[src/hdl/ssag_pkg.sv]
// Shared widths, defaults and controller/datapath interface types for the spiral scan generator.
package ssag_pkg;

    localparam int MAX_DIM_DEF = 256;

    localparam int APB_ADDR_W  = 4;
    localparam int APB_DATA_W  = 32;

    localparam int GRID_DIM_W  = 9;
    localparam int START_W     = 8;
    localparam int COORD_W     = 8;

    localparam int S_TDATA_W   = 8;
    localparam int M_TDATA_W   = 2 * COORD_W;

    // Commands from the controller to the datapath.
    typedef struct packed {
        logic load_start;
        logic advance;
        logic count_cell;
        logic load_out;
        logic out_done;
    } t_dp_cmd;

    // Status from the datapath back to the controller.
    typedef struct packed {
        logic walk_active;
        logic walk_full;
        logic in_bounds;
        logic out_free;
    } t_dp_status;

endpackage

[src/hdl/ssag_ctrl.sv]
// Controller state machine that sequences one request through start, walk and result steps.
module ssag_ctrl (
    input  logic                  i_clk,
    input  logic                  i_rst_n,
    input  logic                  i_s_tvalid,
    input  logic                  i_restart,
    output logic                  o_s_tready,
    input  ssag_pkg::t_dp_status  i_status,
    output ssag_pkg::t_dp_cmd     o_cmd
);
    import ssag_pkg::*;

    typedef enum logic [1:0] {
        S_IDLE,
        S_STEP,
        S_EMIT
    } t_state;

    t_state r_state, n_state;
    logic   r_moved, n_moved;
    logic   r_done,  n_done;

    assign o_s_tready = (r_state == S_IDLE);

    always_comb begin
        n_state = r_state;
        n_moved = r_moved;
        n_done  = r_done;
        o_cmd   = '0;
        unique case (r_state)
            S_IDLE: begin
                if (i_s_tvalid) begin
                    if (i_restart || !i_status.walk_active) begin
                        o_cmd.load_start = 1'b1;
                        n_done           = 1'b0;
                        n_state          = S_EMIT;
                    end else if (i_status.walk_full) begin
                        n_done  = 1'b1;
                        n_state = S_EMIT;
                    end else begin
                        n_moved = 1'b0;
                        n_done  = 1'b0;
                        n_state = S_STEP;
                    end
                end
            end
            S_STEP: begin
                // A position is only judged after at least one move.
                if (r_moved && i_status.in_bounds) begin
                    o_cmd.count_cell = 1'b1;
                    n_state          = S_EMIT;
                end else begin
                    o_cmd.advance = 1'b1;
                    n_moved       = 1'b1;
                end
            end
            S_EMIT: begin
                if (i_status.out_free) begin
                    o_cmd.load_out = 1'b1;
                    o_cmd.out_done = r_done;
                    n_state        = S_IDLE;
                end
            end
            default: n_state = S_IDLE;
        endcase
    end

    always_ff @(posedge i_clk) begin
        if (!i_rst_n) begin
            r_state <= S_IDLE;
            r_moved <= 1'b0;
            r_done  <= 1'b0;
        end else begin
            r_state <= n_state;
            r_moved <= n_moved;
            r_done  <= n_done;
        end
    end

endmodule

[src/hdl/ssag_dp.sv]
// Datapath holding the walk position, leg counters, cell count and the output register.
module ssag_dp #(
    parameter int MAX_DIM = ssag_pkg::MAX_DIM_DEF
) (
    input  logic                              i_clk,
    input  logic                              i_rst_n,
    input  logic [ssag_pkg::GRID_DIM_W-1:0]   i_grid_rows,
    input  logic [ssag_pkg::GRID_DIM_W-1:0]   i_grid_cols,
    input  logic [ssag_pkg::START_W-1:0]      i_start_row,
    input  logic [ssag_pkg::START_W-1:0]      i_start_col,
    input  logic                              i_cfg_wr,
    input  ssag_pkg::t_dp_cmd                 i_cmd,
    output ssag_pkg::t_dp_status              o_status,
    input  logic                              i_m_tready,
    output logic                              o_m_tvalid,
    output logic [ssag_pkg::COORD_W-1:0]      o_row,
    output logic [ssag_pkg::COORD_W-1:0]      o_col,
    output logic                              o_last,
    output logic                              o_done
);
    import ssag_pkg::*;

    localparam int DW = $clog2(MAX_DIM + 1);
    localparam int PW = $clog2(MAX_DIM) + 2;
    localparam int TW = $clog2(MAX_DIM * MAX_DIM + 1);
    localparam int CW = (DW > GRID_DIM_W) ? DW : GRID_DIM_W;
    localparam int SW = (DW > START_W) ? DW : START_W;

    typedef enum logic [1:0] {
        HEAD_EAST,
        HEAD_SOUTH,
        HEAD_WEST,
        HEAD_NORTH
    } t_heading;

    function automatic logic [DW-1:0] eff_dim(input logic [GRID_DIM_W-1:0] v);
        logic [CW-1:0] x;
        x = CW'(v);
        if (x == '0) begin
            eff_dim = DW'(1);
        end else if (x > CW'(MAX_DIM)) begin
            eff_dim = DW'(MAX_DIM);
        end else begin
            eff_dim = DW'(x);
        end
    endfunction

    function automatic logic [PW-1:0] eff_start(input logic [START_W-1:0] s,
                                                input logic [DW-1:0] dim);
        logic [SW-1:0] sx;
        logic [SW-1:0] dx;
        sx = SW'(s);
        dx = SW'(dim);
        if (sx >= dx) begin
            eff_start = PW'(dx - SW'(1));
        end else begin
            eff_start = PW'(sx);
        end
    endfunction

    logic [DW-1:0]          w_rows, w_cols;
    logic [2*DW-1:0]        w_prod;
    logic [TW-1:0]          r_total;

    logic signed [PW-1:0]   r_wrow, r_wcol, n_wrow, n_wcol;
    logic [PW-1:0]          r_leg, r_prog, n_leg, n_prog, w_prog_inc;
    t_heading               r_heading, n_heading;
    logic [TW-1:0]          r_cells;

    logic                   r_m_tvalid;
    logic [COORD_W-1:0]     r_row, r_col;
    logic                   r_last, r_done;

    assign w_rows = eff_dim(i_grid_rows);
    assign w_cols = eff_dim(i_grid_cols);
    assign w_prod = w_rows * w_cols;

    assign o_status.walk_active = (r_cells != '0);
    assign o_status.walk_full   = (r_cells >= r_total);
    assign o_status.in_bounds   = !r_wrow[PW-1] && !r_wcol[PW-1]
                                  && ($unsigned(r_wrow) < PW'(w_rows))
                                  && ($unsigned(r_wcol) < PW'(w_cols));
    assign o_status.out_free    = !r_m_tvalid || i_m_tready;

    // One step of the spiral: move, then turn at the end of a leg. The leg grows
    // each time the heading comes round to east or west.
    always_comb begin
        n_wrow     = r_wrow;
        n_wcol     = r_wcol;
        w_prog_inc = r_prog + PW'(1);
        n_prog     = w_prog_inc;
        n_leg      = r_leg;
        n_heading  = r_heading;
        unique case (r_heading)
            HEAD_EAST:  n_wcol = r_wcol + PW'(1);
            HEAD_SOUTH: n_wrow = r_wrow + PW'(1);
            HEAD_WEST:  n_wcol = r_wcol - PW'(1);
            HEAD_NORTH: n_wrow = r_wrow - PW'(1);
            default:    n_wrow = r_wrow;
        endcase
        if (w_prog_inc >= r_leg) begin
            n_prog    = '0;
            n_heading = t_heading'(2'(r_heading + 2'd1));
            if (r_heading == HEAD_SOUTH || r_heading == HEAD_NORTH) begin
                n_leg = r_leg + PW'(1);
            end
        end
    end

    always_ff @(posedge i_clk) begin
        if (!i_rst_n) begin
            r_wrow     <= '0;
            r_wcol     <= '0;
            r_leg      <= PW'(1);
            r_prog     <= '0;
            r_heading  <= HEAD_EAST;
            r_cells    <= '0;
            r_m_tvalid <= 1'b0;
        end else begin
            if (i_cmd.load_start) begin
                r_wrow    <= eff_start(i_start_row, w_rows);
                r_wcol    <= eff_start(i_start_col, w_cols);
                r_leg     <= PW'(1);
                r_prog    <= '0;
                r_heading <= HEAD_EAST;
                r_cells   <= TW'(1);
            end else if (i_cmd.advance) begin
                r_wrow    <= n_wrow;
                r_wcol    <= n_wcol;
                r_leg     <= n_leg;
                r_prog    <= n_prog;
                r_heading <= n_heading;
            end
            if (i_cmd.count_cell) begin
                r_cells <= r_cells + TW'(1);
            end
            // Any register write abandons the walk.
            if (i_cfg_wr) begin
                r_cells <= '0;
            end
            if (i_cmd.load_out) begin
                r_m_tvalid <= 1'b1;
            end else if (i_m_tready) begin
                r_m_tvalid <= 1'b0;
            end
        end
    end

    always_ff @(posedge i_clk) begin
        r_total <= w_prod[TW-1:0];
        if (i_cmd.load_out) begin
            r_row  <= i_cmd.out_done ? '0 : COORD_W'($unsigned(r_wrow));
            r_col  <= i_cmd.out_done ? '0 : COORD_W'($unsigned(r_wcol));
            r_last <= !i_cmd.out_done && (r_cells == r_total);
            r_done <= i_cmd.out_done;
        end
    end

    assign o_m_tvalid = r_m_tvalid;
    assign o_row      = r_row;
    assign o_col      = r_col;
    assign o_last     = r_last;
    assign o_done     = r_done;

endmodule

[src/hdl/spiral_scan_address_generator.sv]
// Top level of the spiral scan address generator: register file, controller and datapath.
//
//  Channel   Direction  Signals                          Carries
//  -------   ---------  -------------------------------  ------------------------------------
//  s stream  in         i_s_tvalid/o_s_tready/i_s_tdata  restart request
//  m stream  out        o_m_tvalid/i_m_tready/o_m_tdata  visited row/col, last flag, done flag
//  APB       in/out     psel/penable/pwrite/paddr/...    grid size and start cell registers
//
// A restart, or a request after the walk has finished, moves the controller to its emit state,
// which loads the result into the output register once the output is free. A request for the
// next cell first moves the walk until it reaches the next in-grid position: the walk steps
// one position per cycle, the step state then checks that the final position is in the grid,
// and the emit state loads the result. A new request is taken once the controller is back in idle.
// Reset is synchronous and leaves no walk active. A stalled output holds its result while
// the controller waits to load the next.
module spiral_scan_address_generator #(
    parameter int MAX_DIM = ssag_pkg::MAX_DIM_DEF
) (
    input  logic                               i_clk,
    input  logic                               i_rst_n,
    // Configuration port.
    input  logic                               psel,
    input  logic                               penable,
    input  logic                               pwrite,
    input  logic [ssag_pkg::APB_ADDR_W-1:0]    paddr,
    input  logic [ssag_pkg::APB_DATA_W-1:0]    pwdata,
    output logic [ssag_pkg::APB_DATA_W-1:0]    prdata,
    output logic                               pready,
    // Request stream.
    input  logic                               i_s_tvalid,
    output logic                               o_s_tready,
    input  logic [ssag_pkg::S_TDATA_W-1:0]     i_s_tdata,   // [0] restart, rest zero
    // Result stream.
    output logic                               o_m_tvalid,
    input  logic                               i_m_tready,
    output logic [ssag_pkg::M_TDATA_W-1:0]     o_m_tdata,   // [7:0] row_out, [15:8] col_out
    output logic                               o_m_tlast,   // is_last
    output logic                               o_m_tuser    // done_res
);
    import ssag_pkg::*;

    localparam logic [1:0] REG_GRID_ROWS = 2'd0;
    localparam logic [1:0] REG_GRID_COLS = 2'd1;
    localparam logic [1:0] REG_START_ROW = 2'd2;
    localparam logic [1:0] REG_START_COL = 2'd3;

    logic [GRID_DIM_W-1:0] r_grid_rows, r_grid_cols;
    logic [START_W-1:0]    r_start_row, r_start_col;
    logic                  w_cfg_wr;
    logic [1:0]            w_reg_idx;

    t_dp_cmd               w_cmd;
    t_dp_status            w_status;
    logic [COORD_W-1:0]    w_row, w_col;

    assign pready    = 1'b1;
    assign w_cfg_wr  = psel && penable && pwrite && pready;
    assign w_reg_idx = paddr[3:2];

    // Register writes land in the access cycle; the datapath sees the new values the
    // cycle after, and the write also drops any walk in progress.
    always_ff @(posedge i_clk) begin
        if (!i_rst_n) begin
            r_grid_rows <= GRID_DIM_W'(1);
            r_grid_cols <= GRID_DIM_W'(1);
            r_start_row <= '0;
            r_start_col <= '0;
        end else if (w_cfg_wr) begin
            unique case (w_reg_idx)
                REG_GRID_ROWS: r_grid_rows <= pwdata[GRID_DIM_W-1:0];
                REG_GRID_COLS: r_grid_cols <= pwdata[GRID_DIM_W-1:0];
                REG_START_ROW: r_start_row <= pwdata[START_W-1:0];
                REG_START_COL: r_start_col <= pwdata[START_W-1:0];
                default:       r_start_col <= r_start_col;
            endcase
        end
    end

    always_comb begin
        unique case (w_reg_idx)
            REG_GRID_ROWS: prdata = APB_DATA_W'(r_grid_rows);
            REG_GRID_COLS: prdata = APB_DATA_W'(r_grid_cols);
            REG_START_ROW: prdata = APB_DATA_W'(r_start_row);
            REG_START_COL: prdata = APB_DATA_W'(r_start_col);
            default:       prdata = '0;
        endcase
    end

    ssag_ctrl u_ctrl (
        .i_clk      (i_clk),
        .i_rst_n    (i_rst_n),
        .i_s_tvalid (i_s_tvalid),
        .i_restart  (i_s_tdata[0]),
        .o_s_tready (o_s_tready),
        .i_status   (w_status),
        .o_cmd      (w_cmd)
    );

    ssag_dp #(
        .MAX_DIM (MAX_DIM)
    ) u_dp (
        .i_clk       (i_clk),
        .i_rst_n     (i_rst_n),
        .i_grid_rows (r_grid_rows),
        .i_grid_cols (r_grid_cols),
        .i_start_row (r_start_row),
        .i_start_col (r_start_col),
        .i_cfg_wr    (w_cfg_wr),
        .i_cmd       (w_cmd),
        .o_status    (w_status),
        .i_m_tready  (i_m_tready),
        .o_m_tvalid  (o_m_tvalid),
        .o_row       (w_row),
        .o_col       (w_col),
        .o_last      (o_m_tlast),
        .o_done      (o_m_tuser)
    );

    assign o_m_tdata = {w_col, w_row};

endmodule

[config.mk]
export PLATFORM = sky130hd
export DESIGN_NAME = spiral_scan_address_generator
export DESIGN_NICKNAME = d
export VERILOG_FILES = /design/src/hdl/ssag_pkg.sv /design/src/hdl/ssag_ctrl.sv /design/src/hdl/ssag_dp.sv /design/src/hdl/spiral_scan_address_generator.sv
export SDC_FILE = /design/constraint.sdc
export NUM_CORES = 1
export LEC_CHECK = 0
export BUFFER_PORTS_ARGS = -buffer_cell sky130_fd_sc_hd__buf_2
export CAP_MARGIN = 40
export CORE_ASPECT_RATIO = 0.9
export CORE_MARGIN = 2
export CORE_UTILIZATION = 30
export DETAILED_ROUTE_END_ITERATION = 16
export GPL_TIMING_DRIVEN = 0
export PLACE_DENSITY = 0.47
export SYNTH_ARGS = -nofsm -noshare
export SYNTH_HDL_FRONTEND = slang
export SYNTH_HIERARCHICAL = 1
export SYNTH_SLANG_ARGS = --single-unit
[constraint.sdc]
create_clock -name i_clk -period 10.5 [get_ports i_clk]
set_clock_uncertainty 0.05 [all_clocks]
set_input_delay 0.525 -clock i_clk [delete_from_list [all_inputs] [get_ports i_clk]]
set_output_delay 0.525 -clock i_clk [all_outputs]
set_load 0.01 [all_outputs]
==> results of run 1 <==
## final timing paths
check / end / slack, ns / cells past startpoint
min reg2reg: u_ctrl/r_done / 0.40 / 2
min: r_grid_cols[8] / 0.31 / 3
max: u_dp/r_total[16] / 4.79 / 18
max reg2reg: u_dp/r_total[16] / 4.79 / 18
## state kept, by name (all words and copies together) (netlist names)
name             count
r_grid_cols          9
r_grid_rows          9
r_start_col          8
r_start_row          8
u_ctrl/r_done        1
u_ctrl/r_moved       1
u_ctrl/r_state       2
u_dp/o_col           8
u_dp/o_done          1
u_dp/o_last          1
u_dp/o_m_tvalid      1
u_dp/o_row           8
u_dp/r_cells        17
u_dp/r_heading       2
u_dp/r_leg          10
u_dp/r_prog         10
u_dp/r_total        17
u_dp/r_wcol         10
u_dp/r_wrow         10
## cells in the final DEF (no fill, tap or decap), types with 14 or more instances in the layout
cell       Yosys  routed
a21o_1        16      16
a21oi_1       62      62
and3_1        17      17
buf_2         10      57
buf_4         27      28
clkbuf_1      21      24
clkbuf_16      0      18
conb_1         2      24
dfxtp_1      115     115
edfxtp_1      18      18
fa_1          51      51
ha_1         121     121
inv_1        130     130
mux2i_1       47      47
nand2_1      137     137
nand3_1       36      36
nand4_1       18      18
nor2_1       108     107
nor2b_1       43      43
nor3_1        25      25
nor4_1        15      15
o21ai_0       38      38
o21ai_1       21      21
xnor2_1       25      25
xor2_1        14      14
## layer usage
metal  GRT usage, %  vias to the layer above
li1               -                     4605
met1           25.3                     4382
met2           23.8                      248
met3           3.48                       37
met4           5.04                        0
met5              0                        -
## final cells by class
cell class                 instances  area [um^2]  share of cell area [%]
multi-input combinational        976         7330                    58.4
buffer                            64          384                    3.06
clock buffer                      24          503                    4.01
tap                              476          596                    4.74
antenna                            1         2.50                  0.0199
sequential                       133         2840                    22.6
inverter                         139          522                    4.16
timing repair buffer              49          258                    2.05
clock inverter                     8          119                   0.947
## synthesized netlist by cell type (12+ instances only)
cell      instances  area [um^2]
nor2_1          108          405
a21oi_1          62          310
nor2b_1          43          269
xnor2_1          25          219
fa_1             51         1020
nand2b_1         12         75.1
nand4_1          18          113
edfxtp_1         18          541
nor4_1           15         93.8
inv_1           130          488
or3_1            12         75.1
ha_1            121         1510
mux2i_1          47          470
o21ai_1          21          105
a21o_1           16          120
clkbuf_1         21         78.8
buf_4            27          203
o21ai_0          38          190
nand3_1          36          180
nor3_1           25          125
xor2_1           14          123
and3_1           17          106
dfxtp_1         115         2300
nand2_1         137          514
## worst max-delay path: stages, from the launching register on
cell     delay [ns]
dfxtp_1        0.39
buf_2          0.24
buf_1          0.49
nor2b_1        0.26
inv_1          0.38
nor2_1         0.10
fa_1           0.48
fa_1           0.53
fa_1           0.55
inv_1          0.06
fa_1           0.52
inv_1          0.04
ha_1           0.22
a21o_1         0.18
a21oi_1        0.34
nand2_1        0.08
o21ai_0        0.32
o21ai_0        0.18
xnor2_1        0.15
## cells by family after synthesis
kind of cell	count (synthesis)	share of synthesized area [%]
fa+ha+maj	172	23.1
simple gates	464	20.8
buf+inv	203	8.24
compound gates	220	12.7
mux	57	6.13
other cells	2	0.0683
xor+xnor	39	3.11
flops	133	25.9
## power by group through the flow
stage / clock network (mW) / logic (mW) / registers, mW
2_1_floorplan: 0 / 0.0945 / 0.549
3_3_place_gp: 0 / 0.139 / 0.551
3_5_place_dp: 0 / 0.141 / 0.550
4_1_cts: 0.650 / 0.141 / 0.539
5_1_grt: 0.670 / 0.157 / 0.540
6_report: 0.637 / 0.141 / 0.539
==> results.md, run 1 <==
* Top Layer Used: met4
* Fin Hold WS at 0.309 ns
* Placeable Area at 36100 um^2
* FF+latch count, synth at 133
* Combinational power share at 10.7%
* Synthesized area at 11000 um^2
* RSZ-0062 raised after global routing: no
* Die width at 206 um
* First-pass GRT wire length at 49.2 mm
* Met1 WL at 16.3 mm
* Synth Flop Type: dfxtp_1
* Routability cong. at 0.858
* Largest net degree at the start of global routing at 17
* WP data arrival at 5.96 ns
* CTS Hold Bufs at 0
* Setup TNS at 0 ns
* Actual slew at the worst max-slew pin at 0.783 ns
* Reg power frac at 41.0%
* Row Count at 66
* CP Max Fanout at 10
* Port bufs at 47
* Critical Path Sink Type: register
* Clock transition at path regs at 0.06 ns
* Setup crit start: r_grid_rows[8]
* PD cells at 105 nW/um^2
* Cells after DPL at 1837
* DRT Pass-1 Iters at 5
* Remaining DRCs at 0
* Die Area at 38200 um^2
* Post-DP HPWL at 24.7 mm
* Via count at 9272
* WL met2 at 12.8 mm
* Pwr Total at 1.32 mW
* Final Hold Fails at 0
* Max Freq at 175 MHz
* # Post-CTS Setup Buffers at 0
* Async SR Flop Fraction at 0%
* Antenna violations before repair at 0
* Tcrit/Tclk final at 54.4%
* Share of layout cells above drive strength 1 at 10.7%
* Critical Path RT at 10.75 ns
* CP Launch Type: register
* Post-synth EDFFs at 18
* Fillers at 3789
* Final wirelength at 31.6 mm
* Initial Utilization at 30.5%
* Final worst setup slack at 4.79 ns
* Net Switching at 0.329 mW
* Placed cell areas at 11900 um^2
* Worst-Skew Late Latency at 0.44 ns
* CTS Buffer Depth at 2
* Leakage power at 5.55 nW
* Sw Ratio at 25.0%
* Clock period minus worst slack at 5.71 ns
* MaxCap Viol Count at 0
* Overflow after GRT at 0
* Routed len/inst at 16.9 um
* Post-synthesis instance total at 1290
* Worst setup path category: reg2reg
* Ports at 104
* Post-CTS sizing at 0
* Final std cells w/o fill at 1870
* P&R area growth vs syn at 14.2%
* # H-tree levels at 4
* Hold Crit Class: in2reg
* Met3 WL post-DR at 1.98 mm
* Fin. max-slew vios at 0
* Reg2reg start: r_grid_rows[8]
* Synth warn at 6
* Via density per instance at 4.96
* Clock Sinks at 133
* Internal at 0.988 mW
* Sequential share of the synthesized area at 25.9%
* Slew margin rel. at 47.7%
* Status: finished clean
* Final core occ at 34.8%
* CTS buffer count at 17
* Setup-failing EPs final at 0
* Die Y at 186 um
* Clock power frac at 48.4%
* Post-Syn Area per Cell at 8.52 um^2
* Min-Delay Startpoint: pwdata[8]
* CTS tree: yes
* Pre-CTS WS at 4.82 ns
* Detail Route Antenna Nets at 0
* Synth cell types at 75
* Worst VDD drop at 0.000106 V
* Design area at 12600 um^2
* Number of global-route vias before repair at 8801
* First DRT Iteration DRCs at 694
* GRT Total Usage at 16.8%
* CTS root buffer: clkbuf_16
* Nets at 1603
Note: power is estimated with default switching activity, not from simulation.
==> run 2, diff against run 1 <==
PLACE_DENSITY = 0.49   (was 0.47)
clock period = 4.9 ns   (was 10.5 ns; I/O delays follow)
==> results.md, run 2 (synthesis gave the netlist of run 1 again) <==
* Worst-Skew Late Latency at 0.44 ns (about the same)
* Row Count at 66 (unchanged)
* Detail Route Antenna Nets at 0 (unchanged)
* First-pass GRT wire length at 49.3 mm (was 49.2 mm)
* DRT Pass-1 Iters at 5 (unchanged)
* Number of global-route vias before repair at 8907 (was 8801)
* Critical Path RT at 5.16 ns (was 10.75 ns)
* CTS tree: yes (unchanged)
* Die Y at 186 um (unchanged)
* Initial Utilization at 30.5% (unchanged)
* Reg2reg start: r_grid_rows[8] (unchanged)
* CP Launch Type: register (unchanged)
* Slowest stage delay, CP at 0.56 ns (was 0.55 ns)
* Port bufs at 47 (unchanged)
* Most common cell after layout, fill and taps aside: nand2_1 (unchanged)
* First DRT Iteration DRCs at 753 (was 694)
* Setup-failing EPs final at 0 (unchanged)
* Via density per instance at 4.97 (was 4.96)
* Pwr Total at 2.69 mW (was 1.32 mW)
* PD cells at 211 nW/um^2 (was 105 nW/um^2)
* Most frequent cells in the layout: nand2_1 (137), inv_1 (121), ha_1 (121) (was nand2_1 (137), inv_1 (130), ha_1 (121))
* Clock power frac at 45.5% (was 48.4%)
* MaxCap Viol Count at 0 (unchanged)
* Routability cong. at 0.854 (was 0.858)
* Final Hold Fails at 0 (unchanged)
* Reg power frac at 43.0% (was 41.0%)
* Biggest regs: u_dp/r_cells (17), u_dp/r_total (17) (unchanged)
* Ant diodes at 0 (was 1)
* Post-DP HPWL at 24.5 mm (was 24.7 mm)
* Placeable Area at 36100 um^2 (unchanged)
* Fin. max-slew vios at 0 (unchanged)
* Via count at 9344 (was 9272)
* Overflow after GRT at 0 (unchanged)
* Largest net degree at the start of global routing at 17 (unchanged)
* Net Switching at 0.706 mW (was 0.329 mW)
* P&R area growth vs syn at 16.3% (was 14.2%)
* CP delay by family, top: adder cells (unchanged)
* Leakage power at 5.63 nW (was 5.55 nW)
* Clock transition at path regs at 0.06 ns (about the same)
* Ports at 104 (unchanged)
* CTS buffer count at 17 (unchanged)
* Final wirelength at 31.6 mm (about the same)
* Routed len/inst at 16.8 um (was 16.9 um)
* Antenna violations before repair at 0 (unchanged)
* Tcrit/Tclk final at 95.9% (was 54.4%)
* Share of layout cells above drive strength 1 at 14.3% (was 10.7%)
* Die width at 206 um (unchanged)
* Worst VDD drop at 0.000195 V (was 0.000106 V)
* Die Area at 38200 um^2 (unchanged)
* Remaining DRCs at 0 (unchanged)
* Critical Path, Cell by Cell: buf_4 -> nor2b_1 -> clkbuf_2 -> inv_4 -> nor2_1 -> fa_1 -> fa_1 -> fa_1 -> inv_1 -> fa_1 -> inv_1 -> ha_1 -> a21o_1 -> a21oi_2 -> nand2_1 -> o21ai_2 -> o21ai_0 -> xnor2_1 (was buf_2 -> buf_1 -> nor2b_1 -> inv_1 -> nor2_1 -> fa_1 -> fa_1 -> fa_1 -> inv_1 -> fa_1 -> inv_1 -> ha_1 -> a21o_1 -> a21oi_1 -> nand2_1 -> o21ai_0 -> o21ai_0 -> xnor2_1)
* Bufs and invs on worst path at 5 (unchanged)
* Actual slew at the worst max-slew pin at 0.700 ns (was 0.783 ns)
* CP Max Fanout at 9 (was 10)
* Worst setup path category: reg2reg (unchanged)
* CTS root buffer: clkbuf_16 (unchanged)
* Cell mode on critical path: fa_1 (unchanged)
* Setup crit start: r_grid_rows[8] (unchanged)
* Clock Sinks at 133 (unchanged)
* Combinational power share at 11.5% (was 10.7%)
* Crit path max-delay cell type: fa_1 (unchanged)
* Clock period minus worst slack at 4.70 ns (was 5.71 ns)
* Slew margin rel. at 53.3% (was 47.7%)
* WP data arrival at 4.96 ns (was 5.96 ns)
* Final core occ at 35.4% (was 34.8%)
* GRT Total Usage at 16.9% (was 16.8%)
* Max Freq at 213 MHz (was 175 MHz)
* Sw Ratio at 26.2% (was 25.0%)
* CTS Buffer Depth at 2 (unchanged)
* Status: finished clean (unchanged)
* Min-Delay Startpoint: pwdata[8] (unchanged)
* Internal at 1.99 mW (was 0.988 mW)
* Nets at 1615 (was 1603)
* # H-tree levels at 4 (unchanged)
* Critical Path Sink Type: register (unchanged)
* Hold Crit Class: in2reg (unchanged)
## run 2: changes by cell type in the layout (fill, tap and decap cells not counted), sizes merged
| cell | previous run | this run |
|---|---|---|
| bufinv | 3 | 1 |
| clkinv | 6 | 7 |
| clkinvlp | 0 | 5 |
| clkbuf | 45 | 43 |
| buf | 92 | 105 |
| inv | 138 | 135 |
| diode | 1 | 0 |
## run 2: routing by layer
metal	GRT usage, %	vias up	wire, um
met5	0	-	0
met4	5.04	0	556
met3	3.36	33	1970
met2	24.6	263	13100
met1	24.9	4411	16000
li1	-	4637	-
## run 2: repair_timing
action,in CTS,in global routing
gates resized for setup,40,32
pin swaps,4,5
setup buffers,2,10
hold buffers,0,0
endpoints found under the setup margin,8,5
## run 2: area by class of cell
class,count,area [um^2]
inverter,139,544
clock buffer,23,478
tap,476,596
sequential,133,2850
fill,3731,23300
clock inverter,9,76.3
multi-input combinational,976,7450
buffer,64,420
timing repair buffer,61,360
## run 2: worst paths after layout
| check | cells after the start | slack, ns | to |
|---|---|---|---|
| min | 3 | 0.04 | r_grid_cols[8] |
| max reg2reg | 18 | 0.20 | u_dp/r_total[16] |
| max | 18 | 0.20 | u_dp/r_total[16] |
| min reg2reg | 2 | 0.39 | u_ctrl/r_done |
## run 2: worst min-delay path: cells and delay by family
kind	cells	cell delay, ns
buf+inv	1	0.09
mux	1	0.06
simple gates	1	0.07
## run 2: power by group through the flow
stage	sequential, mW	clock (mW)	combinational [mW]
2_1_floorplan	1.18	0	0.203
3_3_place_gp	1.18	0	0.297
3_5_place_dp	1.18	0	0.302
4_1_cts	1.16	1.26	0.307
5_1_grt	1.16	1.30	0.345
6_report	1.16	1.23	0.309
## run 2: per-stage QoR
step	worst slack [ns]	cell area (um^2)	hold slack [ns]	instances	setup TNS, ns
2_1_floorplan	0.246	11100	0.323	1312	0
3_3_place_gp	-0.711	11900	0.386	1835	-2.89
3_5_place_dp	-0.705	11900	0.392	1837	-2.72
4_1_cts	0.0229	12600	0.0171	1871	0
5_1_grt	-0.00514	12800	0.0364	1881	-0.00687
6_report	0.202	12800	0.0415	1881	0
==> run 3, diff against run 2 <==
PLACE_DENSITY = not set   (was 0.49)
==> results.md, run 3 (synthesis gave the netlist of run 1 again) <==
* Nets at 1609 (was 1615)
* Number of global-route vias before repair at 8784 (was 8907)
* Setup TNS at 0 ns (unchanged)
* Leakage power at 5.58 nW (was 5.63 nW)
* CP Max Fanout at 6 (was 9)
* Row Count at 66 (unchanged)
* Post-DP HPWL at 23.3 mm (was 24.5 mm)
* Status: finished clean (unchanged)
* Share of layout cells above drive strength 1 at 13.9% (was 14.3%)
* Clock Sinks at 133 (unchanged)
* Largest net degree at the start of global routing at 20 (was 17)
* Final Hold Fails at 0 (unchanged)
* # H-tree levels at 4 (unchanged)
* Reg power frac at 42.8% (was 43.0%)
* Via count at 9351 (was 9344)
* Critical Path Sink Type: register (unchanged)
* Die Y at 186 um (unchanged)
* Remaining DRCs at 0 (unchanged)
* MaxCap Viol Count at 0 (unchanged)
* Final wirelength at 30.3 mm (was 31.6 mm)
* Port bufs at 47 (unchanged)
* Die Area at 38200 um^2 (unchanged)
* Clock transition at path regs at 0.06 ns (about the same)
* PD cells at 212 nW/um^2 (was 211 nW/um^2)
* Cells after DPL at 1837 (unchanged)
* Clock power frac at 45.8% (was 45.5%)
* WP data arrival at 4.95 ns (was 4.96 ns)
* Routed len/inst at 16.1 um (was 16.8 um)
* Clock period minus worst slack at 4.69 ns (was 4.70 ns)
* Biggest regs: u_dp/r_cells (17), u_dp/r_total (17) (unchanged)
* Ant diodes at 0 (unchanged)
* Initial Utilization at 30.5% (unchanged)
* Routability cong. at 0.893 (was 0.854)
* GRT Total Usage at 16.0% (was 16.9%)
* Placeable Area at 36100 um^2 (unchanged)
* Setup-failing EPs final at 0 (unchanged)
* Combinational power share at 11.3% (was 11.5%)
* Worst VDD drop at 0.000217 V (was 0.000195 V)
* Internal at 1.99 mW (about the same)
* DRT Pass-1 Iters at 7 (was 5)
* CTS buffer count at 17 (unchanged)
* Overflow after GRT at 0 (unchanged)
* Most frequent cells in the layout: nand2_1 (137), inv_1 (122), ha_1 (120) (was nand2_1 (137), inv_1 (121), ha_1 (121))
* Max Freq at 213 MHz (about the same)
* Final std cells w/o fill at 1875 (was 1881)
* Via density per instance at 4.99 (was 4.97)
* CTS root buffer: clkbuf_16 (unchanged)
* Fin. max-slew vios at 0 (unchanged)
* Detail Route Antenna Nets at 0 (unchanged)
* CTS Buffer Depth at 2 (unchanged)
* Most common cell after layout, fill and taps aside: nand2_1 (unchanged)
* Hold Crit Class: in2reg (unchanged)
* First-pass GRT wire length at 47.5 mm (was 49.3 mm)
* Die width at 206 um (unchanged)
* Critical Path RT at 5.15 ns (was 5.16 ns)
* FF-to-FF setup slack at 0.21 ns (was 0.20 ns)
* Actual slew at the worst max-slew pin at 0.661 ns (was 0.700 ns)
* Worst setup path category: reg2reg (unchanged)
* First DRT Iteration DRCs at 701 (was 753)
* Worst-Skew Late Latency at 0.43 ns (was 0.44 ns)
* Tcrit/Tclk final at 95.8% (was 95.9%)
* CTS tree: yes (unchanged)
* Sw Ratio at 26.2% (about the same)
* Ports at 104 (unchanged)
* Final core occ at 35.3% (was 35.4%)
* Slew margin rel. at 56.0% (was 53.3%)
* Antenna violations before repair at 0 (unchanged)
* Net Switching at 0.710 mW (was 0.706 mW)
* P&R area growth vs syn at 15.8% (was 16.3%)
* CP Launch Type: register (unchanged)
==> run 3: changes by cell type in the layout (fill, tap and decap cells not counted), moves of 3 or more <==
cell | before | now
clkinv_2 | 6 | 2
clkbuf_8 | 3 | 0
inv_2 | 11 | 15
clkinv_1 | 0 | 3
buf_4 | 41 | 35
==> run 3: area by class of cell <==
class | count | area (um^2)
Inverter | 139 | 528
Fill cell | 3685 | 23400
Clock inverter | 14 | 136
Clock buffer | 18 | 429
Multi-Input combinational cell | 976 | 7460
Buffer | 64 | 419
Timing Repair Buffer | 55 | 303
Tap cell | 476 | 596
Sequential cell | 133 | 2850
==> run 3: per-stage QoR <==
| stage | power, mW | instance area, um^2 | setup slack, ns | hold slack [ns] |
|---|---|---|---|---|
| final | 2.70 | 12700 | 0.205 | 0.0378 |
| after detailed placement | 1.48 | 11900 | -0.716 | 0.394 |
| after CTS | 2.72 | 12600 | 0.000157 | 0.0229 |
| after global placement | 1.47 | 11900 | -0.642 | 0.385 |
| after floorplan | 1.38 | 11100 | 0.246 | 0.323 |
| after global routing | 2.81 | 12700 | -0.0476 | 0.0409 |
==> run 3: power groups by stage <==
stage                     logic (mW)  registers (mW)  clock network (mW)
final                          0.306            1.16                1.24
after global routing           0.337            1.16                1.32
after CTS                      0.300            1.16                1.27
after detailed placement       0.296            1.18                   0
after global placement         0.289            1.18                   0
after floorplan                0.203            1.18                   0
==> run 3: what timing repair did <==
action                     in CTS  in global routing
hold buffers                    0                  0
setup endpoints to repair       7                  6
buffers inserted                4                  2
resized for setup              31                 41
pin swaps                       3                  5
==> run 3: final timing paths <==
| check | from | end | cells past startpoint |
|---|---|---|---|
| max | r_grid_cols[6] | u_dp/r_total[16] | 19 |
| min | pwdata[8] | r_grid_rows[8] | 3 |
| max reg2reg | r_grid_cols[6] | u_dp/r_total[16] | 19 |
| min reg2reg | u_ctrl/r_done | u_ctrl/r_done | 2 |
==> run 3: worst max-delay path, cell delays in order (launching register included) <==
cell and delay, ns:
dfxtp_1 0.41, nor4_4 0.40, a21oi_2 0.13, inv_2 0.12
buf_4 0.14, nand2_1 0.07, fa_1 0.50, inv_1 0.06
fa_1 0.46, ha_1 0.29, inv_1 0.05, fa_1 0.53
inv_1 0.04, ha_1 0.34, nor2b_1 0.17, o2111ai_1 0.17
nand3_1 0.14, o21ai_2 0.21, o21ai_0 0.13, xnor2_1 0.13
==> run 3: metal layers <==
metal | vias to the layer above | track usage [%] | share of wire, % | wire, um
li1 | 4617 | - | - | -
met3 | 38 | 4.15 | 8.4 | 2550
met5 | - | 0 | 0 | 0
met2 | 320 | 23.7 | 42 | 12600
met1 | 4376 | 22.9 | 48 | 14600
met4 | 0 | 4.49 | 1.7 | 525
